`src/hw/rtl/lcc_pkg.sv`:
```
package lcc_pkg;

  localparam int ID_W         = 8;
  localparam int POS_W        = 16;
  localparam int LINE_W       = 12;
  localparam int CNT_W        = 32;
  localparam int FRAC_BITS    = 4;
  localparam int MAX_TRACKS_DEF = 256;
  localparam int ID_SPACE     = 2 ** ID_W;

  // compare width for centroid against scaled line coordinate
  localparam int REF_W = LINE_W + FRAC_BITS;
  localparam int CMP_W = (REF_W > POS_W) ? REF_W : POS_W;

  // configuration register indexes
  localparam int CFG_IDX_W = 3;
  localparam logic [CFG_IDX_W-1:0] CFG_LINE_X0  = 3'd0;
  localparam logic [CFG_IDX_W-1:0] CFG_LINE_Y0  = 3'd1;
  localparam logic [CFG_IDX_W-1:0] CFG_LINE_X1  = 3'd2;
  localparam logic [CFG_IDX_W-1:0] CFG_LINE_Y1  = 3'd3;
  localparam logic [CFG_IDX_W-1:0] CFG_LINE_EN  = 3'd4;

  typedef enum logic [1:0] {
    SIDE_NONE = 2'd0,
    SIDE_A    = 2'd1,
    SIDE_B    = 2'd2
  } side_t;

  typedef enum logic [1:0] {
    CROSS_NONE = 2'd0,
    CROSS_AB   = 2'd1,
    CROSS_BA   = 2'd2
  } cross_t;

  typedef enum logic {
    BK_IDLE = 1'b0,
    BK_EXEC = 1'b1
  } back_state_t;

  // classified request passed from front to back
  typedef struct packed {
    logic [ID_W-1:0] track_id;
    side_t           side;
    logic            inactive;
  } lcc_req_t;

  // queue status seen by the back end
  typedef struct packed {
    logic     empty;
    lcc_req_t head;
  } lcc_qstat_t;

endpackage

```
`src/hw/rtl/lcc_front.sv`:
```
module lcc_front (
  input  logic                              clk,
  input  logic                              rst_n,
  input  logic                              start,
  output logic                              busy,
  input  logic [lcc_pkg::ID_W-1:0]          in_track_id,
  input  logic [lcc_pkg::POS_W-1:0]         in_pos_x,
  input  logic [lcc_pkg::POS_W-1:0]         in_pos_y,
  input  logic                              in_inactive,
  input  logic                              cfg_valid,
  output logic                              cfg_ready,
  input  logic [lcc_pkg::CFG_IDX_W-1:0]     cfg_index,
  input  logic [lcc_pkg::LINE_W-1:0]        cfg_data,
  input  logic                              q_full,
  output logic                              q_push,
  output lcc_pkg::lcc_req_t                 q_req
);
  import lcc_pkg::*;

  logic [LINE_W-1:0] line_x0_r, line_y0_r, line_x1_r, line_y1_r;
  logic              line_en_r;
  logic [LINE_W-1:0] dx, dy;
  logic [CMP_W-1:0]  pos_x_ext, pos_y_ext, ref_x, ref_y;
  side_t             side;

  assign cfg_ready = 1'b1;

  always_ff @(posedge clk) begin
    if (!rst_n) begin
      line_x0_r <= '0;
      line_y0_r <= '0;
      line_x1_r <= '0;
      line_y1_r <= '0;
      line_en_r <= 1'b0;
    end else if (cfg_valid && cfg_ready) begin
      unique case (cfg_index)
        CFG_LINE_X0: line_x0_r <= cfg_data;
        CFG_LINE_Y0: line_y0_r <= cfg_data;
        CFG_LINE_X1: line_x1_r <= cfg_data;
        CFG_LINE_Y1: line_y1_r <= cfg_data;
        CFG_LINE_EN: line_en_r <= cfg_data[0];
        default: ;
      endcase
    end
  end

  // orientation from the line spans, then exact compare in fixed point
  always_comb begin
    dx = (line_x0_r >= line_x1_r) ? (line_x0_r - line_x1_r) : (line_x1_r - line_x0_r);
    dy = (line_y0_r >= line_y1_r) ? (line_y0_r - line_y1_r) : (line_y1_r - line_y0_r);
    pos_x_ext = CMP_W'(in_pos_x);
    pos_y_ext = CMP_W'(in_pos_y);
    ref_x     = CMP_W'(line_x0_r) << FRAC_BITS;
    ref_y     = CMP_W'(line_y0_r) << FRAC_BITS;
    side      = SIDE_NONE;
    if (line_en_r) begin
      if (dx < dy) begin
        if (pos_x_ext < ref_x) side = SIDE_A;
        else if (pos_x_ext > ref_x) side = SIDE_B;
      end else if (dx > dy) begin
        if (pos_y_ext > ref_y) side = SIDE_A;
        else if (pos_y_ext < ref_y) side = SIDE_B;
      end
    end
  end

  assign busy            = q_full;
  assign q_push          = start && !busy;
  assign q_req.track_id  = in_track_id;
  assign q_req.side      = side;
  assign q_req.inactive  = in_inactive;

endmodule

```
`src/hw/rtl/lcc_queue.sv`:
```
module lcc_queue (
  input  logic                 clk,
  input  logic                 rst_n,
  input  logic                 push,
  input  lcc_pkg::lcc_req_t    push_req,
  input  logic                 pop,
  output logic                 full,
  output lcc_pkg::lcc_qstat_t  stat
);
  import lcc_pkg::*;

  lcc_req_t   entry_r [2];
  logic       wr_ptr_r, rd_ptr_r;
  logic [1:0] count_r;

  assign full       = (count_r == 2'd2);
  assign stat.empty = (count_r == 2'd0);
  assign stat.head  = entry_r[rd_ptr_r];

  always_ff @(posedge clk) begin
    if (push) entry_r[wr_ptr_r] <= push_req;
  end

  always_ff @(posedge clk) begin
    if (!rst_n) begin
      wr_ptr_r <= 1'b0;
      rd_ptr_r <= 1'b0;
      count_r  <= 2'd0;
    end else begin
      if (push) wr_ptr_r <= ~wr_ptr_r;
      if (pop)  rd_ptr_r <= ~rd_ptr_r;
      count_r <= count_r + 2'(push) - 2'(pop);
    end
  end

`ifndef NO_ASSERTIONS
  a_no_overflow: assert property (@(posedge clk) disable iff (!rst_n)
    full |-> !push) else $error("push into full queue");
  a_no_underflow: assert property (@(posedge clk) disable iff (!rst_n)
    stat.empty |-> !pop) else $error("pop from empty queue");
  a_count_range: assert property (@(posedge clk) disable iff (!rst_n)
    count_r != 2'd3) else $error("queue count out of range");
`endif

endmodule

```
`src/hw/rtl/lcc_back.sv`:
```
module lcc_back #(
  parameter int MAX_TRACKS = lcc_pkg::MAX_TRACKS_DEF
) (
  input  logic                        clk,
  input  logic                        rst_n,
  input  lcc_pkg::lcc_qstat_t         q_stat,
  output logic                        q_pop,
  output logic                        out_valid,
  output logic [1:0]                  out_crossing,
  output logic [1:0]                  out_side_now,
  output logic [lcc_pkg::CNT_W-1:0]   out_total_ab,
  output logic [lcc_pkg::CNT_W-1:0]   out_total_ba
);
  import lcc_pkg::*;

  localparam int TBL_DEPTH = (MAX_TRACKS < ID_SPACE) ? MAX_TRACKS : ID_SPACE;
  localparam int IDX_W     = $clog2(TBL_DEPTH);

  back_state_t         state_r, state_nxt;
  lcc_req_t            item_r;
  logic                old_vld_r;
  side_t               mem_rd_r;
  side_t               side_mem [TBL_DEPTH];
  logic [TBL_DEPTH-1:0] vld_r;
  logic [CNT_W-1:0]    cnt_ab_r, cnt_ba_r;
  logic                out_valid_r;
  cross_t              out_cross_r;
  side_t               out_side_r;

  logic [IDX_W-1:0]    rd_idx, wr_idx;
  logic                in_range;
  side_t               old_side;
  cross_t              cross_code;
  logic                wr_set, wr_clr;

  assign rd_idx   = q_stat.head.track_id[IDX_W-1:0];
  assign wr_idx   = item_r.track_id[IDX_W-1:0];
  assign in_range = (32'(item_r.track_id) < MAX_TRACKS);

  always_ff @(posedge clk) begin
    if (!rst_n) state_r <= BK_IDLE;
    else        state_r <= state_nxt;
  end

  always_comb begin
    state_nxt = state_r;
    q_pop     = 1'b0;
    unique case (state_r)
      BK_IDLE: begin
        if (!q_stat.empty) begin
          q_pop     = 1'b1;
          state_nxt = BK_EXEC;
        end
      end
      BK_EXEC: state_nxt = BK_IDLE;
      default: state_nxt = BK_IDLE;
    endcase
  end

  // table read issued when the request leaves the queue
  always_ff @(posedge clk) begin
    if (q_pop) begin
      item_r    <= q_stat.head;
      old_vld_r <= vld_r[rd_idx];
      mem_rd_r  <= side_mem[rd_idx];
    end
  end

  always_comb begin
    old_side   = (in_range && old_vld_r) ? mem_rd_r : SIDE_NONE;
    cross_code = CROSS_NONE;
    wr_set     = 1'b0;
    wr_clr     = 1'b0;
    if (in_range) begin
      if (item_r.inactive) begin
        wr_clr = 1'b1;
      end else if (old_side != SIDE_NONE) begin
        if (item_r.side != old_side) begin
          if (old_side == SIDE_A && item_r.side == SIDE_B) cross_code = CROSS_AB;
          else if (old_side == SIDE_B && item_r.side == SIDE_A) cross_code = CROSS_BA;
          wr_clr = 1'b1;
        end
      end else if (item_r.side != SIDE_NONE) begin
        wr_set = 1'b1;
      end
    end
  end

  always_ff @(posedge clk) begin
    if (state_r == BK_EXEC && wr_set) side_mem[wr_idx] <= item_r.side;
  end

  always_ff @(posedge clk) begin
    if (!rst_n) begin
      vld_r       <= '0;
      cnt_ab_r    <= '0;
      cnt_ba_r    <= '0;
      out_valid_r <= 1'b0;
    end else begin
      out_valid_r <= (state_r == BK_EXEC);
      if (state_r == BK_EXEC) begin
        if (wr_set) vld_r[wr_idx] <= 1'b1;
        if (wr_clr) vld_r[wr_idx] <= 1'b0;
        if (cross_code == CROSS_AB && cnt_ab_r != '1) cnt_ab_r <= cnt_ab_r + 1'b1;
        if (cross_code == CROSS_BA && cnt_ba_r != '1) cnt_ba_r <= cnt_ba_r + 1'b1;
      end
    end
  end

  always_ff @(posedge clk) begin
    if (state_r == BK_EXEC) begin
      out_cross_r <= cross_code;
      out_side_r  <= item_r.side;
    end
  end

  assign out_valid    = out_valid_r;
  assign out_crossing = out_cross_r;
  assign out_side_now = out_side_r;
  assign out_total_ab = cnt_ab_r;
  assign out_total_ba = cnt_ba_r;

`ifndef NO_ASSERTIONS
  a_strobe_single: assert property (@(posedge clk) disable iff (!rst_n)
    out_valid_r |=> !out_valid_r) else $error("result strobe held two cycles");
  a_exec_gives_result: assert property (@(posedge clk) disable iff (!rst_n)
    state_r == BK_EXEC |=> out_valid_r) else $error("executed request gave no result");
  a_ab_step: assert property (@(posedge clk) disable iff (!rst_n)
    $past(rst_n) && !$stable(cnt_ab_r) |-> cnt_ab_r == $past(cnt_ab_r) + 1'b1 && out_valid_r)
    else $error("a to b counter moved by other than one");
  a_ba_step: assert property (@(posedge clk) disable iff (!rst_n)
    $past(rst_n) && !$stable(cnt_ba_r) |-> cnt_ba_r == $past(cnt_ba_r) + 1'b1 && out_valid_r)
    else $error("b to a counter moved by other than one");
`endif

endmodule

```
`src/hw/rtl/line_crossing_counter_core.sv`:
```
// line crossing counter: counts tracked objects crossing a virtual line
//
// input channel: one track request (in_track_id, in_pos_x, in_pos_y,
//   in_inactive) is taken at a rising edge where start is high and busy low
// result channel: out_valid is high for exactly one cycle per request and
//   carries out_crossing, out_side_now and both crossing totals after it
// config channel: cfg_index selects line_x0, line_y0, line_x1, line_y1 or
//   line_enable; written when cfg_valid and cfg_ready are high (always ready);
//   the user must write only while no request is in flight (not enforced)
// path: queue entry, back end item and table read, result registers
// pacing: the back end completes the side table read-then-write of one
//   request before it pops the next; a 2-entry queue between the classifier
//   and the back end absorbs bursts, and busy rises only when it is full
// reset: synchronous active-low rst_n empties the queue, clears every side
//   table entry through per-entry valid flags at once, zeroes both totals and
//   the line registers; no clearing sweep is needed
// the receiver cannot stall: each result is taken in its strobe cycle
module line_crossing_counter_core #(
  parameter int MAX_TRACKS = lcc_pkg::MAX_TRACKS_DEF
) (
  input  logic                            clk,
  input  logic                            rst_n,
  // request channel
  input  logic                            start,
  output logic                            busy,
  input  logic [lcc_pkg::ID_W-1:0]        in_track_id,
  input  logic [lcc_pkg::POS_W-1:0]       in_pos_x,
  input  logic [lcc_pkg::POS_W-1:0]       in_pos_y,
  input  logic                            in_inactive,
  // result channel
  output logic                            out_valid,
  output logic [1:0]                      out_crossing,
  output logic [1:0]                      out_side_now,
  output logic [lcc_pkg::CNT_W-1:0]       out_total_ab,
  output logic [lcc_pkg::CNT_W-1:0]       out_total_ba,
  // configuration channel
  input  logic                            cfg_valid,
  output logic                            cfg_ready,
  input  logic [lcc_pkg::CFG_IDX_W-1:0]   cfg_index,
  input  logic [lcc_pkg::LINE_W-1:0]      cfg_data
);
  import lcc_pkg::*;

  logic       q_full, q_push, q_pop;
  lcc_req_t   q_req;
  lcc_qstat_t q_stat;

  // front end: line registers and side classification
  lcc_front u_front (
    .clk         (clk),
    .rst_n       (rst_n),
    .start       (start),
    .busy        (busy),
    .in_track_id (in_track_id),
    .in_pos_x    (in_pos_x),
    .in_pos_y    (in_pos_y),
    .in_inactive (in_inactive),
    .cfg_valid   (cfg_valid),
    .cfg_ready   (cfg_ready),
    .cfg_index   (cfg_index),
    .cfg_data    (cfg_data),
    .q_full      (q_full),
    .q_push      (q_push),
    .q_req       (q_req)
  );

  // short request queue decoupling classifier from table update
  lcc_queue u_queue (
    .clk      (clk),
    .rst_n    (rst_n),
    .push     (q_push),
    .push_req (q_req),
    .pop      (q_pop),
    .full     (q_full),
    .stat     (q_stat)
  );

  // back end: side table read-modify-write, crossing counters, result
  lcc_back #(
    .MAX_TRACKS (MAX_TRACKS)
  ) u_back (
    .clk          (clk),
    .rst_n        (rst_n),
    .q_stat       (q_stat),
    .q_pop        (q_pop),
    .out_valid    (out_valid),
    .out_crossing (out_crossing),
    .out_side_now (out_side_now),
    .out_total_ab (out_total_ab),
    .out_total_ba (out_total_ba)
  );

endmodule

```
`config.mk`:
```
export PLATFORM = sky130hd
export DESIGN_NAME = line_crossing_counter_core
export DESIGN_NICKNAME = d
export VERILOG_FILES = /design/src/hw/rtl/lcc_pkg.sv /design/src/hw/rtl/lcc_front.sv /design/src/hw/rtl/lcc_queue.sv /design/src/hw/rtl/lcc_back.sv /design/src/hw/rtl/line_crossing_counter_core.sv
export SDC_FILE = /design/constraint.sdc
export NUM_CORES = 2
export LEC_CHECK = 0
export BUFFER_PORTS_ARGS = -buffer_cell sky130_fd_sc_hd__buf_2
export CELL_PAD_IN_SITES_DETAIL_PLACEMENT = 0
export CELL_PAD_IN_SITES_GLOBAL_PLACEMENT = 2
export CORE_MARGIN = 5
export CORE_UTILIZATION = 42
export DETAILED_ROUTE_END_ITERATION = 10
export GPL_ROUTABILITY_DRIVEN = 0
export PLACE_DENSITY = 0.77
export SYNTH_ARGS = -nofsm -noshare
export SYNTH_HDL_FRONTEND = slang
export SYNTH_SLANG_ARGS = --single-unit
```
`constraint.sdc`:
```
create_clock -name clk -period 7.7 [get_ports clk]
set_clock_uncertainty 0.1 [all_clocks]
set_input_delay 0.385 -clock clk [delete_from_list [all_inputs] [get_ports clk]]
set_output_delay 0.385 -clock clk [all_outputs]
set_load 0.05 [all_outputs]
```
-- After elaboration in Yosys (flattened, before gate mapping)
Memory sizes are Yosys's and may differ from the RTL's. A register that Yosys moved wholly into a read port is not among the register bits.
Index checks and enable logic that the tools add are counted.
- output and inout port bits: 71
- memories: 2
- RAM bits: 534
- register bits: 391
- bitwise gates (word level): 6
- mux-type cells: 38
- eq/ne operators: 14
- $add $sub $neg: 8
- magnitude comparators: 11
- reduce and logical (&&, ||, !) cells: 19
- memories (name ; depth ; width ; read ports ; clocked after Yosys merged registers in ; write ports ; line ; text):
    u_back.side_mem ; 256 ; 2 ; 1 ; 1 ; 1 ; lcc_back.sv:23 ; side_t side_mem [TBL_DEPTH];
    u_queue.entry_r ; 2 ; 11 ; 1 ; 1 ; 1 ; lcc_queue.sv:12 ; lcc_req_t entry_r [2];
- operators by type and width (cell ; count):
    256-bit 2-to-1 mux ; 4
    256-bit bitwise AND ; 1
    256-bit NOT ; 1
    256-bit bitwise OR ; 1
    32-bit by 1-bit adder with 32-bit output (second input constant) ; 2
    32-bit != test (second input constant) ; 2
    12-bit subtractor ; 4
    16-bit greater-than comparator ; 2
    16-bit < comparator ; 2
    2-bit 2-to-1 mux ; 13
    12-bit >= comparator ; 2
    12-bit 2-to-1 mux ; 2
    8-bit by 9-bit < comparator with 1-bit output (second input constant) ; 2
    1-bit 2-to-1 mux ; 16
    2-bit AND reduction ; 7
    12-bit greater-than comparator ; 1
    12-bit < comparator ; 1
    1-bit binary-select mux with 8-bit select ; 1
    1-bit demux with 8-bit select ; 1
    2-bit equality test (second input constant) ; 4
    8-bit by 1-bit >= comparator with 1-bit output (second input constant) ; 1
    1-bit logical AND ; 7
    2-bit by 1-bit equality test with 1-bit output (second input constant) ; 3
    3-bit by 2-bit equality test with 1-bit output (second input constant) ; 2
    11 further kinds ; 14

-- Longest topological paths before layout
- depth in word-level cells: 11
- mapped depth: 20

-- Cells and area by module
A second synthesis with hierarchy kept.
- cells, all modules: 3048
- area, all modules: 41363.4 µm²
- modules (own cells, without submodules) (module ; cells an instance ; area each (µm²) ; seq. area each (µm²) ; instances):
    lcc_back ; 2359 ; 35355.2 ; 22361.4 ; 1
    lcc_front ; 634 ; 4991.0 ; 980.9 ; 1
    lcc_queue ; 55 ; 1017.2 ; 760.7 ; 1

-- Worst setup path before layout
No wires, ideal clock.
- path type: register to register
- from: register u_back.item_r[1] (netlist bit)
- to: register u_back.cnt_ba_r[31], in the netlist u_back.out_total_ba[31]
- clock period less this slack: 5.788 ns
- arrival: 5.573 ns
- setup time: 0.115 ns
- buffers on the path: 0
- cell stages (with the launch flop): 9
- slack: 1.912 ns
- cell sequence: edfxtp_1 nand2b_1 nor4b_2 nand4_1 a211oi_2 nor3b_2 nand4_1 xnor2_1 and2_1
- longest elaborated chain between the ends: 10
- elaborated cells on any way between the ends: 13
- those cells by class: 4 x eq/ne; 5 x mux; 4 x reduce/logical
- ends and longest elaborated chain (item ; line ; text):
    start: declaration ; lcc_back.sv:20 ; lcc_req_t item_r;
    start signal: assignment ; lcc_back.sv:63 ; item_r <= q_stat.head;
    2-bit by 1-bit equality test with 1-bit output ; lcc_back.sv:80 ; else if (old_side == SIDE_B && item_r.side == SIDE_A) cross_code = CROSS_BA;
    1-bit logical AND ; lcc_back.sv:80 ;
    2-bit 2-to-1 mux ; lcc_back.sv:80 ;
    2-bit 2-to-1 mux ; lcc_back.sv:79 ; if (old_side == SIDE_A && item_r.side == SIDE_B) cross_code = CROSS_AB;
    2-bit 2-to-1 mux (*) ; lcc_back.sv:78 ; if (item_r.side != old_side) begin
    2-bit 2-to-1 mux (*) ; lcc_back.sv:77 ; end else if (old_side != SIDE_NONE) begin
    2-bit 2-to-1 mux (*) ; lcc_back.sv:75 ; if (item_r.inactive) begin
    2-bit equality test (*) ; lcc_back.sv:105 ; if (cross_code == CROSS_BA && cnt_ba_r != '1) cnt_ba_r <= cnt_ba_r + 1'b1;
    1-bit logical AND (*) ; lcc_back.sv:105 ;
    2-bit AND reduction (no line) (*) ; - ;
    end signal: assignment ; lcc_back.sv:105 ;
    end: declaration ; lcc_back.sv:25 ; logic [CNT_W-1:0] cnt_ab_r, cnt_ba_r;
Every way passes the cells marked *; elsewhere a longest branch is shown, timed or not.
A chain may end at the register's enable or synchronous reset.

==> results by group <==
Setup path
  – CP startpoint kind: register
  – CP arrival: 5.31 ns
  – R2R cell count: 19
  – Setup CP Type: register to register
  – Worst setup EP type: register
  – RR Startpoint: u_front.line_y0_r[0]
  – Crit path required time: 8.06 ns
  – Peak fanout along the critical path: 18
  – Worst Setup SP: u_front.line_y0_r[0]

Logic synthesis
  – Register bit total from synthesis: ~930
  – Main flop type after synthesis: edfxtp_1
  – Unique masters post-synth: 83
  – Top cell type's share of synthesized area: 39.9%
  – Ranking of synthesized cells by area: edfxtp_1, dfxtp_1, nand2_1
  – Syn_nets: 4,028
  – Synth warn: 0
  – Number of synthesized flops with an enable pin: approximately 550
  – Sequential area share after synthesis: 58.0%
  – Synth Cell Area: 41,600 sq um
  – Post-synth top area cell: edfxtp_1
  – Ys async rst share: 0%
  – Avg Cell Area, Syn: 10.7 sq um
  – Mapped Cells: 3,878

Finish
  – Final Core Density: between 40 and 50%
  – FF+latch area: ~24,000 sq um
  – NumNets Final: 4,065
  – Layout area overhead: 12.6%
  – Fraction of layout cells with a size suffix above 1: 16.5%
  – Fill cells: 9,181
  – Multi-input combinational cell area: 16,100 sq um

STA
  – Setup TNS: 0 ns
  – Final Hold Violating Endpoints: 0
  – Slew Limit Fails: 0
  – Final min period: 4.94 ns
  – Setup-failing EPs final: 0
  – Worst slew pin tran: between 1 and 1.5 ns
  – FMAX: 202 MHz
  – Fin crit share: 64.2%
  – WHS: 0.109 ns
  – RSZ-0062 raised after global routing: no
  – Rel. slew slack: 19.9%

Placement
  – Port bufs: 129
  – Final HPWL DP: 79,200 microns

Global route
  – First-pass GRT wire length: 193,000 microns
  – GRT Util Overall: a little under a quarter
  – Initial antenna violation count: 2
  – Total gr overflow: 0
  – Largest net degree at the start of global routing: 178
  – Vias in the first global route: ~30,000

Min path
  – WHS Path Cells: 4
  – Hold_sp: start
  – Worst Hold Class: input port to register

Die
  – DIE HEIGHT: 325 microns
  – # rows: 115
  – Die ar.: approximately 110,000 sq um
  – Initial core utilization: 42.3%
  – Core Box Area: between 90,000 and 100,000 sq um
  – Chip Width: ~320 microns
  – I/O Pins: around 130

Power and ir drop
  – Power per standard cell area: 300 nW/um^2
  – Pwr Total: 0.0141 W
  – P_leak: 16.2 nW
  – Maximum VDD drop: 0.267 mV

Drt
  – Starting DRT DRC Count: 2,901
  – Routed WL per cell: 24.4 microns
  – DR DRC count: 0
  – Vias per cell: between 5 and 6
  – Pre-antenna DRT Iters: 6
  – Number of antenna-violating nets in the routed design: 0
  – Vias: between 30,000 and 40,000
  – WL final: 129,000 microns

Clock network
  – # H-tree levels: 3
  – Setup Buffers After CTS: 0
  – Worst-skew pair later-pin latency: 0.67 ns
  – CTS buffer count: 99
  – Clock Path Buffers: 3
  – Post-CTS resize count: 0
  – Reg clk slew, reported paths: 0.06 ns
  – Sink Count: 928
  – Clock root buffer: clkbuf_16
  – CTS tree: built

Status
  – Run status: complete, no violations

Run
  – Max capacitance violation total: 0
[cell usage in the layout (no fill, tap or decap), types with 13 or more instances in the layout]
cell	n
a21boi_0	59
a21o_1	15
a21oi_1	69
a311oi_1	33
a31oi_1	48
a32oi_1	19
and2_1	58
and3_1	49
and4_1	13
buf_2	128
buf_4	47
bufinv_16	16
clkbuf_1	21
clkbuf_16	99
clkinv_2	26
dfxtp_1	376
dlygate4sd3_1	23
edfxtp_1	552
ha_1	86
inv_1	80
mux2i_1	52
mux4_2	20
nand2_1	822
nand3_1	257
nand4_1	58
nor2_1	308
nor2b_1	29
nor3_1	45
nor4_1	16
o21a_1	14
o21ai_0	34
o221a_2	256
or3_1	14
xnor2_1	47
xor2_1	24
[stage by stage]
stage	setup slack [ns]	cells	cell area, sq um
after floorplan	1.91	3878	41600
after global routing	2.37	5283	46800
after CTS	2.76	5283	46800
after detailed placement	2.80	5078	43300
final	2.76	5284	46800
after global placement	2.83	5078	43300
[routing by layer]
layer	part of all wire [%]	global-route usage [%]	routed length, microns	vias up
li1	-	-	-	14300
met1	44	32.2	56200	15200
met2	48	39.4	61300	965
met3	6.0	3.64	7680	191
met4	2.9	6.65	3750	0
met5	0	0	0	-
[cell type report]
class	count	share of cell area, %
Multi-Input combinational cell	2596	34.3
Tap cell	1287	3.44
Timing Repair Buffer	205	2.90
Antenna cell	1	0.00534
Inverter	85	0.708
Sequential cell	928	51.5
Clock inverter	55	1.47
Clock buffer	127	5.66
[final timing paths]
check	end	slack, ns
min	u_queue.wr_ptr_r	0.11
max reg2reg	u_queue.entry_r[1][1]	2.76
max	u_queue.entry_r[1][1]	2.76
min reg2reg	u_front.line_x1_r[11]	0.37
[cells by family after synthesis]
logic type,Yosys count,share of synthesized area (%)
adders and majority gates,90,2.78
and+or+nand+nor,1732,18.5
xor gates and xnor gates,71,1.50
other,1,0.00902
buffers and inverters,354,3.54
DFF,928,58.0
AOI/OAI and AO/OA,621,13.0
muxes,81,2.67
[cell usage after synthesis, types with 8 or more instances]
cell type and n:
buf_2 75, a311oi_1 33, o211ai_1 9, nand4_1 58
a21boi_0 59, edfxtp_1 552, ha_1 86, a2111oi_0 8
nand2_1 831, a31oi_1 48, nor2_1 313, a21o_1 15
a21oi_1 69, o22ai_1 9, inv_1 80, xor2_1 24
nor4_1 16, mux4_2 20, and3_1 49, mux2i_1 52
buf_1 14, buf_4 11, o21ai_0 34, or3_1 14
nand3_1 263, o221a_2 256, o21a_1 14, a32oi_1 19
clkbuf_1 167, and2_1 58, xnor2_1 47, dfxtp_1 376
and4_1 13, nor2b_1 29, nor3_1 45
[where the power goes]
part | leakage, nW | internal, W | switching [W] | total (W)
Combinational | 6.54 | 0.000763 | 0.00250 | 0.00326
Clock | 1.65 | 0.00296 | 0.00200 | 0.00497
Sequential | 8.01 | 0.00571 | 0.000126 | 0.00584
[flip-flops by register name, summed over array words and instances, names as in the netlist, 3 cells and up, named ones only]
name and cells:
u_back.wr_idx 8, u_front.line_y0_r 12, u_back.out_total_ba 32, u_front.line_y1_r 12, u_back.item_r 3, u_back.out_total_ab 32, u_back.side_mem 512, u_front.line_x1_r 12
u_back.vld_r 256, u_queue.entry_r 22, u_front.line_x0_r 12
[critical path: stages (launching register included)]
cell      delay [ns]
dfxtp_1         0.39
inv_1           0.06
ha_1            0.19
inv_1           0.08
fa_1            0.21
a211oi_1        0.11
o21a_1          0.20
nor3_1          0.36
o31a_1          0.67
nor3b_1         0.34
o31ai_1         0.12
a221oi_1        0.29
xor2_1          0.18
ha_1            0.28
nand4_1         0.10
nor2_1          0.05
a221o_1         0.29
a31oi_1         0.36
nand2_1         0.09
a21boi_0        0.27
[timing repair]
item,4_1_cts,5_1_grt
hold buffers,23,0
endpoints found under the hold margin,67,0
setup endpoints to repair,0,0
(Power assumes the default switching activity.)
